[src/design/bsr_pkg.sv]
// Shared types and constants of the brush stroke rasterizer.
// Holds the event and pixel transaction structs, mode and register codes.
// No dependencies.
package bsr_pkg;

  localparam int unsigned DEFAULT_MAX_DIM = 2048;

  localparam int unsigned COORD_W = 12;  // event coordinates, two's complement
  localparam int unsigned PIX_W   = 11;  // output pixel coordinates
  localparam int unsigned RAD_W   = 8;
  localparam int unsigned DIM_CFG_W = 12;
  localparam int unsigned COLOR_W = 32;
  localparam int unsigned CFG_W   = 32;  // widest register
  localparam int unsigned BOX_W   = 14;  // signed box bounds and scan position
  localparam int unsigned ERR_W   = 15;  // signed doubled line error

  localparam logic [RAD_W-1:0]     RADIUS_RST = 8'd4;
  localparam logic [DIM_CFG_W-1:0] WIDTH_RST  = 12'd640;
  localparam logic [DIM_CFG_W-1:0] HEIGHT_RST = 12'd480;
  localparam logic [COLOR_W-1:0]   COLOR_RST  = 32'hFF00_0000;

  typedef enum logic [2:0] {
    MODE_TICK    = 3'd0,
    MODE_PRESS   = 3'd1,
    MODE_RELEASE = 3'd2,
    MODE_MOVE    = 3'd3,
    MODE_LEAVE   = 3'd4,
    MODE_OTHER   = 3'd5
  } mode_e;

  typedef enum logic [1:0] {
    CFG_BRUSH_RADIUS  = 2'd0,
    CFG_CANVAS_WIDTH  = 2'd1,
    CFG_CANVAS_HEIGHT = 2'd2,
    CFG_DRAW_COLOR    = 2'd3
  } cfg_reg_e;

  typedef struct packed {
    logic [2:0]                 mode;
    logic                       left_button;
    logic signed [COORD_W-1:0]  pos_x;
    logic signed [COORD_W-1:0]  pos_y;
  } event_t;

  typedef struct packed {
    logic                write_enable;
    logic [PIX_W-1:0]    pixel_x;
    logic [PIX_W-1:0]    pixel_y;
    logic [COLOR_W-1:0]  pixel_color;
    logic                last;
  } pixel_t;

endpackage

[src/design/brush_stroke_rasterizer.sv]
// Brush stroke rasterizer top level: event decode, Bresenham stepper and disc scan.
// Depends on bsr_pkg.
//
// Press, release and move events set up a drawing, leave only ends the stroke; each tick
// transaction accepted while the block is busy yields one candidate pixel of
// the current disc, marked last on the final candidate of the drawing. Every
// transaction is taken and its result lands in the output register on the
// same edge, so one transaction per cycle is sustained; the input stalls only
// while the output register holds a result that the sink stalls. A disc of
// radius r costs one tick per pixel of its clipped box [c-r, c+r), one tick if
// the box is empty; a line of major length n stamps n discs. Events that
// arrive while busy are dropped, so the host waits for last before sending the
// next event. The host writes registers only while idle; the block does not check.
module brush_stroke_rasterizer
  import bsr_pkg::*;
#(
  parameter int unsigned MAX_DIM = DEFAULT_MAX_DIM
) (
  input  logic                 clk_i,
  input  logic                 rst_ni,
  input  logic                 in_valid_i,
  output logic                 in_stall_o,
  input  event_t               in_data_i,
  output logic                 out_valid_o,
  input  logic                 out_stall_i,
  output pixel_t               out_data_o,
  input  logic                 cfg_we_i,
  input  logic [1:0]           cfg_index_i,
  input  logic [CFG_W-1:0]     cfg_data_i
);

  localparam int unsigned DIM_W = $clog2(MAX_DIM + 1);

  // configuration
  logic [RAD_W-1:0]     radius_q;
  logic [DIM_CFG_W-1:0] width_q, height_q;
  logic [COLOR_W-1:0]   color_q;

  // stroke and line state
  logic                        pressed_q, pressed_d;
  logic                        busy_q, busy_d;
  logic signed [COORD_W-1:0]   cur_x_q, cur_x_d, cur_y_q, cur_y_d;
  logic signed [COORD_W-1:0]   major_q, major_d, minor_q, minor_d;
  logic signed [COORD_W-1:0]   line_end_q, line_end_d;
  logic signed [ERR_W-1:0]     error_q, error_d;
  logic [COORD_W-1:0]          dx_q, dx_d, dy_q, dy_d;
  logic                        steep_q, steep_d, neg_q, neg_d, ln_active_q, ln_active_d;

  // disc state
  logic signed [COORD_W-1:0]   dc_x_q, dc_x_d, dc_y_q, dc_y_d;
  logic signed [BOX_W-1:0]     scan_x_q, scan_x_d, scan_y_q, scan_y_d;
  logic signed [BOX_W-1:0]     x0_q, x0_d, x1_q, x1_d, y0_q, y0_d, y1_q, y1_d;

  // output register
  logic    out_valid_q;
  pixel_t  out_data_q;
  logic    res_valid;
  pixel_t  res;

  logic in_acc;

  assign in_stall_o  = out_valid_q && out_stall_i;
  assign in_acc      = in_valid_i && !in_stall_o;
  assign out_valid_o = out_valid_q;
  assign out_data_o  = out_data_q;

  function automatic logic signed [BOX_W-1:0] box_lo(
    input logic signed [COORD_W-1:0] c,
    input logic [RAD_W-1:0]          r
  );
    logic signed [BOX_W-1:0] v;
    v = BOX_W'(c) - $signed(BOX_W'(r));
    return (v < 0) ? '0 : v;
  endfunction

  function automatic logic signed [BOX_W-1:0] box_hi(
    input logic signed [COORD_W-1:0] c,
    input logic [RAD_W-1:0]          r,
    input logic signed [BOX_W-1:0]   lim
  );
    logic signed [BOX_W-1:0] v;
    v = BOX_W'(c) + $signed(BOX_W'(r));
    return (v > lim) ? lim : v;
  endfunction

  // canvas size clipped to MAX_DIM
  logic [DIM_W-1:0]        w_dim, h_dim;
  logic signed [BOX_W-1:0] w_lim, h_lim;

  always_comb begin
    w_dim = ({1'b0, width_q} > (DIM_CFG_W+1)'(MAX_DIM))  ? DIM_W'(MAX_DIM) : DIM_W'(width_q);
    h_dim = ({1'b0, height_q} > (DIM_CFG_W+1)'(MAX_DIM)) ? DIM_W'(MAX_DIM) : DIM_W'(height_q);
    w_lim = $signed(BOX_W'(w_dim));
    h_lim = $signed(BOX_W'(h_dim));
  end

  // line setup from the previous point to the event point
  logic signed [COORD_W:0]   ls_ddx, ls_ddy, ls_dxw, ls_dyw;
  logic [COORD_W:0]          ls_adx, ls_ady;
  logic                      ls_steep, ls_swap, ls_neg;
  logic signed [COORD_W-1:0] sa1, sb1, sa2, sb2, fa1, fb1, fa2, fb2;
  logic [COORD_W-1:0]        ls_dx, ls_dy;

  always_comb begin
    ls_ddx   = (COORD_W+1)'(in_data_i.pos_x) - (COORD_W+1)'(cur_x_q);
    ls_ddy   = (COORD_W+1)'(in_data_i.pos_y) - (COORD_W+1)'(cur_y_q);
    ls_adx   = (ls_ddx < 0) ? unsigned'(-ls_ddx) : unsigned'(ls_ddx);
    ls_ady   = (ls_ddy < 0) ? unsigned'(-ls_ddy) : unsigned'(ls_ddy);
    ls_steep = ls_ady > ls_adx;
    sa1 = ls_steep ? cur_y_q : cur_x_q;
    sb1 = ls_steep ? cur_x_q : cur_y_q;
    sa2 = ls_steep ? in_data_i.pos_y : in_data_i.pos_x;
    sb2 = ls_steep ? in_data_i.pos_x : in_data_i.pos_y;
    ls_swap = sa1 > sa2;
    fa1 = ls_swap ? sa2 : sa1;
    fb1 = ls_swap ? sb2 : sb1;
    fa2 = ls_swap ? sa1 : sa2;
    fb2 = ls_swap ? sb1 : sb2;
    ls_dxw = (COORD_W+1)'(fa2) - (COORD_W+1)'(fa1);
    ls_dyw = (COORD_W+1)'(fb2) - (COORD_W+1)'(fb1);
    ls_dx  = ls_dxw[COORD_W-1:0];
    ls_dy  = (ls_dyw < 0) ? COORD_W'(unsigned'(-ls_dyw)) : ls_dyw[COORD_W-1:0];
    ls_neg = !(fb1 < fb2);
  end

  // one Bresenham step
  logic signed [ERR_W-1:0]   st_err, st_err_adj;
  logic signed [COORD_W-1:0] st_minor, st_major;

  always_comb begin
    st_err   = error_q - $signed({2'b00, dy_q, 1'b0});
    st_major = major_q + 12'sd1;
    if (st_err < 0) begin
      st_err_adj = st_err + $signed({2'b00, dx_q, 1'b0});
      st_minor   = neg_q ? (minor_q - 12'sd1) : (minor_q + 12'sd1);
    end else begin
      st_err_adj = st_err;
      st_minor   = minor_q;
    end
  end

  // distance test of the current candidate; inside a box |d| <= r fits 9 bits
  logic signed [BOX_W-1:0]   dd_x, dd_y;
  logic signed [RAD_W:0]     ds_x, ds_y;
  logic signed [2*RAD_W+1:0] sq_x, sq_y;
  logic signed [2*RAD_W+2:0] dist2;
  logic [2*RAD_W-1:0]        rr;
  logic                      in_disc;

  always_comb begin
    dd_x    = BOX_W'(dc_x_q) - scan_x_q;
    dd_y    = BOX_W'(dc_y_q) - scan_y_q;
    ds_x    = dd_x[RAD_W:0];
    ds_y    = dd_y[RAD_W:0];
    sq_x    = ds_x * ds_x;
    sq_y    = ds_y * ds_y;
    dist2   = (2*RAD_W+3)'(sq_x) + (2*RAD_W+3)'(sq_y);
    rr      = radius_q * radius_q;
    in_disc = dist2 <= $signed({3'b000, rr});
  end

  // scan advance
  logic                    box_empty, scan_wrap, disc_done;
  logic signed [BOX_W-1:0] sx_inc, sx_nxt, sy_nxt;

  always_comb begin
    box_empty = (x0_q >= x1_q) || (y0_q >= y1_q);
    sx_inc    = scan_x_q + 14'sd1;
    scan_wrap = sx_inc >= x1_q;
    sx_nxt    = scan_wrap ? x0_q : sx_inc;
    sy_nxt    = scan_wrap ? (scan_y_q + 14'sd1) : scan_y_q;
    disc_done = box_empty || (sy_nxt >= y1_q);
  end

  // next state
  logic                      disc_load;
  logic signed [COORD_W-1:0] cen_x, cen_y;

  always_comb begin
    pressed_d   = pressed_q;
    busy_d      = busy_q;
    cur_x_d     = cur_x_q;
    cur_y_d     = cur_y_q;
    major_d     = major_q;
    minor_d     = minor_q;
    line_end_d  = line_end_q;
    error_d     = error_q;
    dx_d        = dx_q;
    dy_d        = dy_q;
    steep_d     = steep_q;
    neg_d       = neg_q;
    ln_active_d = ln_active_q;
    dc_x_d      = dc_x_q;
    dc_y_d      = dc_y_q;
    scan_x_d    = scan_x_q;
    scan_y_d    = scan_y_q;
    x0_d        = x0_q;
    x1_d        = x1_q;
    y0_d        = y0_q;
    y1_d        = y1_q;
    disc_load   = 1'b0;
    cen_x       = '0;
    cen_y       = '0;
    res_valid   = 1'b0;
    res         = '0;

    if (in_acc) begin
      if (in_data_i.mode != MODE_TICK) begin
        if (!busy_q) begin
          case (in_data_i.mode)
            MODE_PRESS: begin
              if (in_data_i.left_button) begin
                pressed_d   = 1'b1;
                cur_x_d     = in_data_i.pos_x;
                cur_y_d     = in_data_i.pos_y;
                ln_active_d = 1'b0;
                disc_load   = 1'b1;
                cen_x       = in_data_i.pos_x;
                cen_y       = in_data_i.pos_y;
                busy_d      = 1'b1;
              end
            end
            MODE_RELEASE, MODE_MOVE: begin
              if (pressed_q) begin
                if (in_data_i.mode == MODE_RELEASE) pressed_d = 1'b0;
                cur_x_d = in_data_i.pos_x;
                cur_y_d = in_data_i.pos_y;
                steep_d = ls_steep;
                dx_d    = ls_dx;
                dy_d    = ls_dy;
                // zero length line draws nothing
                if (ls_dx != '0) begin
                  error_d     = ERR_W'(ls_dx);
                  neg_d       = ls_neg;
                  major_d     = fa1;
                  minor_d     = fb1;
                  line_end_d  = fa2;
                  ln_active_d = 1'b1;
                  disc_load   = 1'b1;
                  cen_x       = ls_steep ? fb1 : fa1;
                  cen_y       = ls_steep ? fa1 : fb1;
                  busy_d      = 1'b1;
                end
              end
            end
            MODE_LEAVE: pressed_d = 1'b0;
            default: ;
          endcase
        end
      end else if (busy_q) begin
        res_valid        = 1'b1;
        res.pixel_color  = color_q;
        if (!box_empty) begin
          res.write_enable = in_disc;
          res.pixel_x      = scan_x_q[PIX_W-1:0];
          res.pixel_y      = scan_y_q[PIX_W-1:0];
          scan_x_d         = sx_nxt;
          scan_y_d         = sy_nxt;
        end
        if (disc_done) begin
          if (ln_active_q) begin
            error_d = st_err_adj;
            minor_d = st_minor;
            major_d = st_major;
            if (st_major >= line_end_q) begin
              ln_active_d = 1'b0;
              busy_d      = 1'b0;
              res.last    = 1'b1;
            end else begin
              disc_load = 1'b1;
              cen_x     = steep_q ? st_minor : st_major;
              cen_y     = steep_q ? st_major : st_minor;
            end
          end else begin
            busy_d   = 1'b0;
            res.last = 1'b1;
          end
        end
      end
    end

    if (disc_load) begin
      dc_x_d   = cen_x;
      dc_y_d   = cen_y;
      x0_d     = box_lo(cen_x, radius_q);
      x1_d     = box_hi(cen_x, radius_q, w_lim);
      y0_d     = box_lo(cen_y, radius_q);
      y1_d     = box_hi(cen_y, radius_q, h_lim);
      scan_x_d = box_lo(cen_x, radius_q);
      scan_y_d = box_lo(cen_y, radius_q);
    end
  end

  always_ff @(posedge clk_i or negedge rst_ni) begin
    if (!rst_ni) begin
      radius_q    <= RADIUS_RST;
      width_q     <= WIDTH_RST;
      height_q    <= HEIGHT_RST;
      color_q     <= COLOR_RST;
      pressed_q   <= 1'b0;
      busy_q      <= 1'b0;
      cur_x_q     <= '1;
      cur_y_q     <= '1;
      major_q     <= '0;
      minor_q     <= '0;
      line_end_q  <= '0;
      error_q     <= '0;
      dx_q        <= '0;
      dy_q        <= '0;
      steep_q     <= 1'b0;
      neg_q       <= 1'b0;
      ln_active_q <= 1'b0;
      dc_x_q      <= '0;
      dc_y_q      <= '0;
      scan_x_q    <= '0;
      scan_y_q    <= '0;
      x0_q        <= '0;
      x1_q        <= '0;
      y0_q        <= '0;
      y1_q        <= '0;
      out_valid_q <= 1'b0;
    end else begin
      if (cfg_we_i) begin
        case (cfg_index_i)
          CFG_BRUSH_RADIUS:  radius_q <= cfg_data_i[RAD_W-1:0];
          CFG_CANVAS_WIDTH:  width_q  <= cfg_data_i[DIM_CFG_W-1:0];
          CFG_CANVAS_HEIGHT: height_q <= cfg_data_i[DIM_CFG_W-1:0];
          CFG_DRAW_COLOR:    color_q  <= cfg_data_i[COLOR_W-1:0];
          default: ;
        endcase
      end
      pressed_q   <= pressed_d;
      busy_q      <= busy_d;
      cur_x_q     <= cur_x_d;
      cur_y_q     <= cur_y_d;
      major_q     <= major_d;
      minor_q     <= minor_d;
      line_end_q  <= line_end_d;
      error_q     <= error_d;
      dx_q        <= dx_d;
      dy_q        <= dy_d;
      steep_q     <= steep_d;
      neg_q       <= neg_d;
      ln_active_q <= ln_active_d;
      dc_x_q      <= dc_x_d;
      dc_y_q      <= dc_y_d;
      scan_x_q    <= scan_x_d;
      scan_y_q    <= scan_y_d;
      x0_q        <= x0_d;
      x1_q        <= x1_d;
      y0_q        <= y0_d;
      y1_q        <= y1_d;
      if (res_valid) begin
        out_valid_q <= 1'b1;
      end else if (!out_stall_i) begin
        out_valid_q <= 1'b0;
      end
    end
  end

  // payload register, no reset
  always_ff @(posedge clk_i) begin
    if (res_valid) begin
      out_data_q <= res;
    end
  end

  // line stepping only happens inside a busy drawing
  a_active_busy: assert property (@(posedge clk_i) disable iff (!rst_ni)
    ln_active_q |-> busy_q)
    else $error("line active while idle");

  a_major_end: assert property (@(posedge clk_i) disable iff (!rst_ni)
    ln_active_q |-> (major_q < line_end_q))
    else $error("line stepped past its end");

  a_scan_in_box: assert property (@(posedge clk_i) disable iff (!rst_ni)
    (busy_q && !box_empty) |->
      (scan_x_q >= x0_q && scan_x_q < x1_q && scan_y_q >= y0_q && scan_y_q < y1_q))
    else $error("disc scan outside its box");

  a_last_idle: assert property (@(posedge clk_i) disable iff (!rst_ni)
    (res_valid && res.last) |=> !busy_q)
    else $error("still busy after last candidate");

  a_stall_full: assert property (@(posedge clk_i) disable iff (!rst_ni)
    in_stall_o |-> out_valid_o)
    else $error("input stalled with empty output register");

endmodule
[config.mk]
export PLATFORM = sky130hd
export DESIGN_NAME = brush_stroke_rasterizer
export DESIGN_NICKNAME = d
export VERILOG_FILES = /design/src/design/bsr_pkg.sv /design/src/design/brush_stroke_rasterizer.sv
export SDC_FILE = /design/constraint.sdc
export NUM_CORES = 2
export LEC_CHECK = 0
export BUFFER_PORTS_ARGS = -buffer_cell sky130_fd_sc_hd__buf_2
export CORE_ASPECT_RATIO = 1.2
export CORE_MARGIN = 2
export CORE_UTILIZATION = 55
export DETAILED_ROUTE_END_ITERATION = 7
export PLACE_DENSITY = 0.72
export SETUP_SLACK_MARGIN = 0.02
export SYNTH_ARGS = -nofsm -noshare
export SYNTH_HDL_FRONTEND = slang
export SYNTH_SLANG_ARGS = --single-unit
[constraint.sdc]
create_clock -name clk_i -period 28.3 [get_ports clk_i]
set_input_delay 1.415 -clock clk_i [delete_from_list [all_inputs] [get_ports clk_i]]
set_output_delay 1.415 -clock clk_i [all_outputs]
set_load 0.03 [all_outputs]
# Word-level counts from Yosys, hierarchy flattened
# Index checks and enable logic that the tools add are counted.
word_totals:
  out_inout_bits: 58
  reg_bits: 327
  wordCells: 250
  inputBits: 67
op_classes:
  order_cmp: 19
  muxes: 122
  n_reduce_logical: 35
  eq_ne: 16
  bitwise: 3
  addsub: 21
  multipliers: 3
ops:
  columns: ["op", "count"]
  rows:
  - ["12-bit 2-to-1 mux", 57]
  - ["14-bit 2-to-1 mux", 16]
  - ["15-bit 2-to-1 mux", 9]
  - ["12-bit case mux with 2 select lines", 4]
  - ["13-bit by 1-bit less-than comparator with 1-bit output, second input constant", 5]
  - ["14-bit greater-or-equal comparator", 4]
  - ["13-bit greater-than comparator", 3]
  - ["12-bit by 12-bit subtractor with 13-bit output", 3]
  - ["9-bit by 9-bit multiplier with 18-bit output", 2]
  - ["1-bit 2-to-1 mux", 31]
  - ["14-bit by 2-bit adder with 14-bit output, second input constant", 2]
  - ["12-bit by 9-bit adder with 13-bit output", 2]
  - ["13-bit 2-to-1 mux", 2]
  - ["13-bit negator", 2]
  - ["12-bit by 9-bit subtractor with 13-bit output", 2]
  - ["12-bit by 2-bit adder with 12-bit output, second input constant", 2]
  - ["12-bit greater-than comparator, second input constant", 2]
  - ["18-bit by 18-bit adder with 19-bit output", 1]
  - ["19-bit by 17-bit <= comparator with 1-bit output", 1]
  - ["2-bit nonzero test", 9]
  - ["9-bit subtractor", 2]
  - ["8-bit by 8-bit multiplier with 16-bit output", 1]
  - ["8-bit AND reduction", 2]
  - ["15-bit by 14-bit adder with 15-bit output", 1]
  - ["32 further kinds", 54]

# Longest topological paths before layout
depth:
  depth_word: 19
  depth_mapped: 78
  depth_no_buf: 64

# Worst setup path before layout
# Ideal clock, no wire load.
synth_path:
  path_kind: "input -> register"
  startpoint: "input in_data_i[12] (netlist name)"
  endpoint: "register y1_q[11]"
  setup_slack_ns: 12.600
  setup_time_ns: 0.095
  required_time_ns: 28.205
  stages: 73
  arrival_time_ns: 15.604
  path_buffers: 14
  cell_sequence: "inv_1 ha_1 fa_1 nor2b_1 o21ai_0 nand2b_1 a21o_1 a21o_1 a21o_1 a21o_1 a21o_1 a21o_1 a2111oi_0 a21oi_1 or4_1 ha_1 nand4_1 nor2_1 [37 not listed] o21ai_0 a21o_1 nor3_1 o211ai_1 a31oi_1 or2_2 nor3b_1 or2_2 ha_1 nand3_1 nor3_1 inv_1 a2111oi_0 o21ai_2 nand2_1 buf_2 nor2_1 o31ai_1"
synth_between:
  elab_chain_cells: 18
  elab_cells_between_ends: 31
  classes_between: "4 x add/sub; 4 x order compare; 22 x mux; 1 x reduce/logical"
synth_lines:
  columns: ["item", "line_no", "rtl"]
  rows:
  - ["start, declared", "brush_stroke_rasterizer.sv:23", "input event_t in_data_i,"]
  - ["12-bit by 12-bit subtractor with 13-bit output", "brush_stroke_rasterizer.sv:105", "ls_ddx = (COORD_W+1)'(in_data_i.pos_x) - (COORD_W+1)'(cur_x_q);"]
  - ["13-bit negator or 13-bit by 1-bit less-than comparator with 1-bit output (tied branches)", "brush_stroke_rasterizer.sv:107", "ls_adx = (ls_ddx < 0) ? unsigned'(-ls_ddx) : unsigned'(ls_ddx);"]
  - ["13-bit 2-to-1 mux", "brush_stroke_rasterizer.sv:107", null]
  - ["13-bit greater-than comparator", "brush_stroke_rasterizer.sv:109", "ls_steep = ls_ady > ls_adx;"]
  - ["12-bit 2-to-1 mux, on equally long branches", "brush_stroke_rasterizer.sv:110, brush_stroke_rasterizer.sv:112", null]
  - ["12-bit greater-than comparator", "brush_stroke_rasterizer.sv:114", "ls_swap = sa1 > sa2;"]
  - ["12-bit 2-to-1 mux, on equally long branches", "brush_stroke_rasterizer.sv:117, brush_stroke_rasterizer.sv:115", null]
  - ["12-bit subtractor", "brush_stroke_rasterizer.sv:119", "ls_dxw = (COORD_W+1)'(fa2) - (COORD_W+1)'(fa1);"]
  - ["[3 not listed]", null, null]
  - ["12-bit case mux with 2 select lines *", "brush_stroke_rasterizer.sv:210", "case (in_data_i.mode)"]
  - ["12-bit 2-to-1 mux *", "brush_stroke_rasterizer.sv:209", "if (!busy_q) begin"]
  - ["12-bit 2-to-1 mux *", "brush_stroke_rasterizer.sv:208", "if (in_data_i.mode != MODE_TICK) begin"]
  - ["12-bit 2-to-1 mux *", "brush_stroke_rasterizer.sv:207", "if (in_acc) begin"]
  - ["via cen_y[2]", "brush_stroke_rasterizer.sv:177", "logic signed [COORD_W-1:0] cen_x, cen_y;"]
  - ["12-bit by 9-bit adder with 13-bit output *", "brush_stroke_rasterizer.sv:82", "v = BOX_W'(c) + $signed(BOX_W'(r));"]
  - ["13-bit greater-than comparator", "brush_stroke_rasterizer.sv:83", "return (v > lim) ? lim : v;"]
  - ["14-bit 2-to-1 mux *", "brush_stroke_rasterizer.sv:83", null]
  - ["end signal, assigned", "brush_stroke_rasterizer.sv:352", "y1_q <= y1_d;"]
  - ["end, declared", "brush_stroke_rasterizer.sv:52", "logic signed [BOX_W-1:0] x0_q, x0_d, x1_q, x1_d, y0_q, y0_d, y1_q, y1_d;"]
# The timed path passes the listed nets; every way through them passes the cells marked *.
# A chain may end at the register's enable or synchronous reset.

# Worst setup path after layout
# Same ends and word-level chain as after synthesis.

==> impl_metrics.py <==
metrics = {
    "status": {
        "outcome": "finished clean",
    },
    "worst_setup_path": {
        "criticalPathCategory": "in2reg",
        "critPathBufInv": 7,
        "crit_slowest_cell": "buf_4",
        "cp_top_family": "compound AO/OA/AOI/OAI gates",
        "cpPeakStageDelay_ps": 810,
        "required_ps": 28710,
        "cp-end-kind": "flip-flop",
        "worst_ep_arrival_time_ps": 17300,
        "worst-path-max-fanout": 87,
        "cp-start-kind": "input pin",
    },
    "logic_synthesis": {
        "synthArstFlopShare_pct": 82.50,
        "syn_inst": 3789,
        "syn_avg_cell_area_sq_um": 8.707,
        "synth-edff-count": 56,
        "yosys_warnings": 0,
        "yosysSeqAreaShare_pct": 25.27,
        "syn_area_sq_um": 32990,
        "synth_cell_type_count": 95,
        "ys_seq_elements": 320,
        "synth_flop_cell": "dfrtp_1",
        "syn-num-nets": 4397,
    },
    "placed_design": {
        "io_buffers": 124,
        "gp_congestion": 1.001,
        "hpwl_microns": 71260,
    },
    "global_routing": {
        "grt_pass1_vias": 26380,
        "grt-busiest-layer": "met2",
        "grt-ovfl-total": 0,
        "antenna_found_initial": 2,
        "grt_util_met2_pct": 48.64,
        "gr-usage-met1_pct": 39.75,
        "met3_usage_pct": 3.215,
        "grt_start_max_net_pins": 136,
        "grt_pass1_wl_microns": 144400,
        "grt_usage_pct": 29.66,
    },
    "timing": {
        "relSlewSlack_pct": 19.20,
        "worstMarginPinSlew_ps": 1208,
        "period_minus_slack_ps": 16890,
        "grt_setup_unrepaired": "no",
        "fmax_mhz": 59.21,
        "clock_skew_ps": 23.34,
        "post-route-period-util_pct": 59.68,
        "setup_violations": 0,
        "fin_setup_tns_ps": 0,
        "drv_slew": 0,
        "hold_viol_final": 0,
    },
    "detailed_routing": {
        "wl_per_cell_microns": 19.32,
        "drtIter0Drc": 2253,
        "postRouteAntennaNets": 0,
        "wl_microns": 90150,
        "drc": 0,
        "drtPass1Iterations": 6,
        "vias": 27200,
        "vias_per_cell": 5.829,
    },
    "finish": {
        "areaGrowthSynthToFinish_pct": 8.006,
        "nets": 4446,
        "register_area_sq_um": 8337,
        "multi_input_area_sq_um": 22490,
        "drive_above_1_share_pct": 10.73,
        "diodes": 0,
        "final.fill_count": 5268,
    },
    "clock_tree": {
        "clockBufferDepth": 3,
        "root_buffer": "clkbuf_16",
        "post_cts_buffers": 0,
        "h-tree-depth": 2,
        "cts_tree": "built",
        "clock_latency_ps": 570,
        "cts_hold_buf": 0,
        "path_clk_slew_ps": 60,
        "cts_buffers": 38,
        "clock-sinks": 320,
        "post_cts_resized": 0,
    },
    "floorplanning": {
        "row_count": 98,
        "die-height_microns": 272.3,
        "start_util_pct": 55.48,
        "io_pins": 125,
        "die-area_sq_um": 61970,
        "core_sq_um": 59470,
        "die_w_microns": 227.6,
    },
    "job": {
        "max_cap_violations": 0,
    },
    "min_path": {
        "hp-class": "reg2reg",
    },
}
[placed cells by master, fill, tap and decap left out, types with 47 or more instances in the layout]
master,count
buf_2,123
o21ai_0,214
nand2b_1,47
inv_1,425
nor2_1,325
xor2_1,70
nor3_1,67
mux2_2,100
xnor2_1,141
a21oi_1,200
nand3_1,75
edfxtp_1,56
mux2i_1,47
a21o_1,99
nand2_1,380
fa_1,185
ha_1,356
dfrtp_1,225
and2_1,57
[metal layers]
layer / vias to the layer above / routed length (microns)
met2: 783 / 42930
met5: - / 27
li1: 13100 / -
met4: 4 / 4259
met3: 195 / 4463
met1: 13120 / 38460
[through the flow]
step | instances | hold WS (ps) | cell area, sq um | setup WS [ps] | util, %
after floorplan | 3789 | 445.3 | 32990 | 12600 | -
after global placement | 4598 | 457.5 | 34330 | 11600 | 57.73
after detailed placement | 4598 | 466.5 | 34330 | 11320 | 57.73
after CTS | 4667 | 479.8 | 35630 | 11850 | 59.92
after global routing | 4667 | 505.6 | 35630 | 10240 | 59.92
final | 4667 | 476.9 | 35630 | 11410 | 59.92
[registers in the layout, summed over array words and instances, names as in the netlist, 13 cells and up]
register	cells
x1_q	13
y1_q	13
out_data_o	56
scan_x_q	14
error_q	14
scan_y_q	14
color_q	32
[tightest hold or removal path, cell delays in order, from the launching register on]
cell     delay [ps]
dfrtp_1         340
nand2_1          40
o21ai_0          60
[layout make-up]
class	count	share of cell area (%)
multi-input combinational	2891	63.12
sequential	320	23.40
inverter	430	4.530
clock buffer	48	2.946
tap	800	2.809
timing repair buffer	157	2.500
clock inverter	21	0.6988
[cell usage after synthesis (31+ instances only)]
| cell type | instances | area share [%] |
|---|---|---|
| a211oi_1 | 40 | 0.91 |
| nand2b_1 | 47 | 0.89 |
| nor2_1 | 327 | 3.7 |
| mux2i_1 | 47 | 1.4 |
| mux2_2 | 100 | 3.4 |
| nand4_1 | 39 | 0.74 |
| nand3_1 | 75 | 1.1 |
| a31oi_1 | 45 | 0.85 |
| dfstp_2 | 39 | 3.1 |
| xnor2_1 | 141 | 3.7 |
| o21ai_0 | 215 | 3.3 |
| and2_1 | 57 | 1.1 |
| a21oi_1 | 201 | 3.0 |
| xor2_1 | 70 | 1.9 |
| a22oi_1 | 31 | 0.71 |
| dfrtp_1 | 225 | 17 |
| inv_1 | 426 | 4.8 |
| nand2_1 | 380 | 4.3 |
| fa_1 | 185 | 11 |
| edfxtp_1 | 56 | 5.1 |
| a21o_1 | 99 | 2.3 |
| ha_1 | 356 | 14 |
| nor2b_1 | 46 | 0.87 |
| clkbuf_1 | 104 | 1.2 |
| nor3_1 | 69 | 1.0 |
[worst paths after layout]
path	endpoint	startpoint	cells after the start	slack, ps
max	y1_q[11]$_DFFE_PN0P_	in_data_i[12]	62	11410
min	line_end_q[10]$_DFFE_PN0P_	line_end_q[10]$_DFFE_PN0P_	2	480
max reg2reg	y1_q[11]$_DFFE_PN0P_	cur_x_q[2]$_DFFE_PN1P_	60	11820
min reg2reg	line_end_q[10]$_DFFE_PN0P_	line_end_q[10]$_DFFE_PN0P_	2	480
max in group asynchronous	out_valid_o$_DFFE_PN0P_	rst_ni	2	26180
min in group asynchronous	error_q[4]$_DFFE_PN0P_	rst_ni	1	810
[cell families after synthesis]
kind of cell | count (synthesis) | share of synthesized area [%]
and+or+nand+nor | 1141 | 15.93
AOI/OAI and AO/OA | 846 | 16.64
xor gates and xnor gates | 213 | 5.700
muxes | 148 | 4.881
adders and majority gates | 543 | 24.79
DFF | 320 | 25.27
buffers and inverters | 578 | 6.792
Power is not shown: default switching activity piles up to over one toggle a cycle in this logic, so the estimate is an artifact.
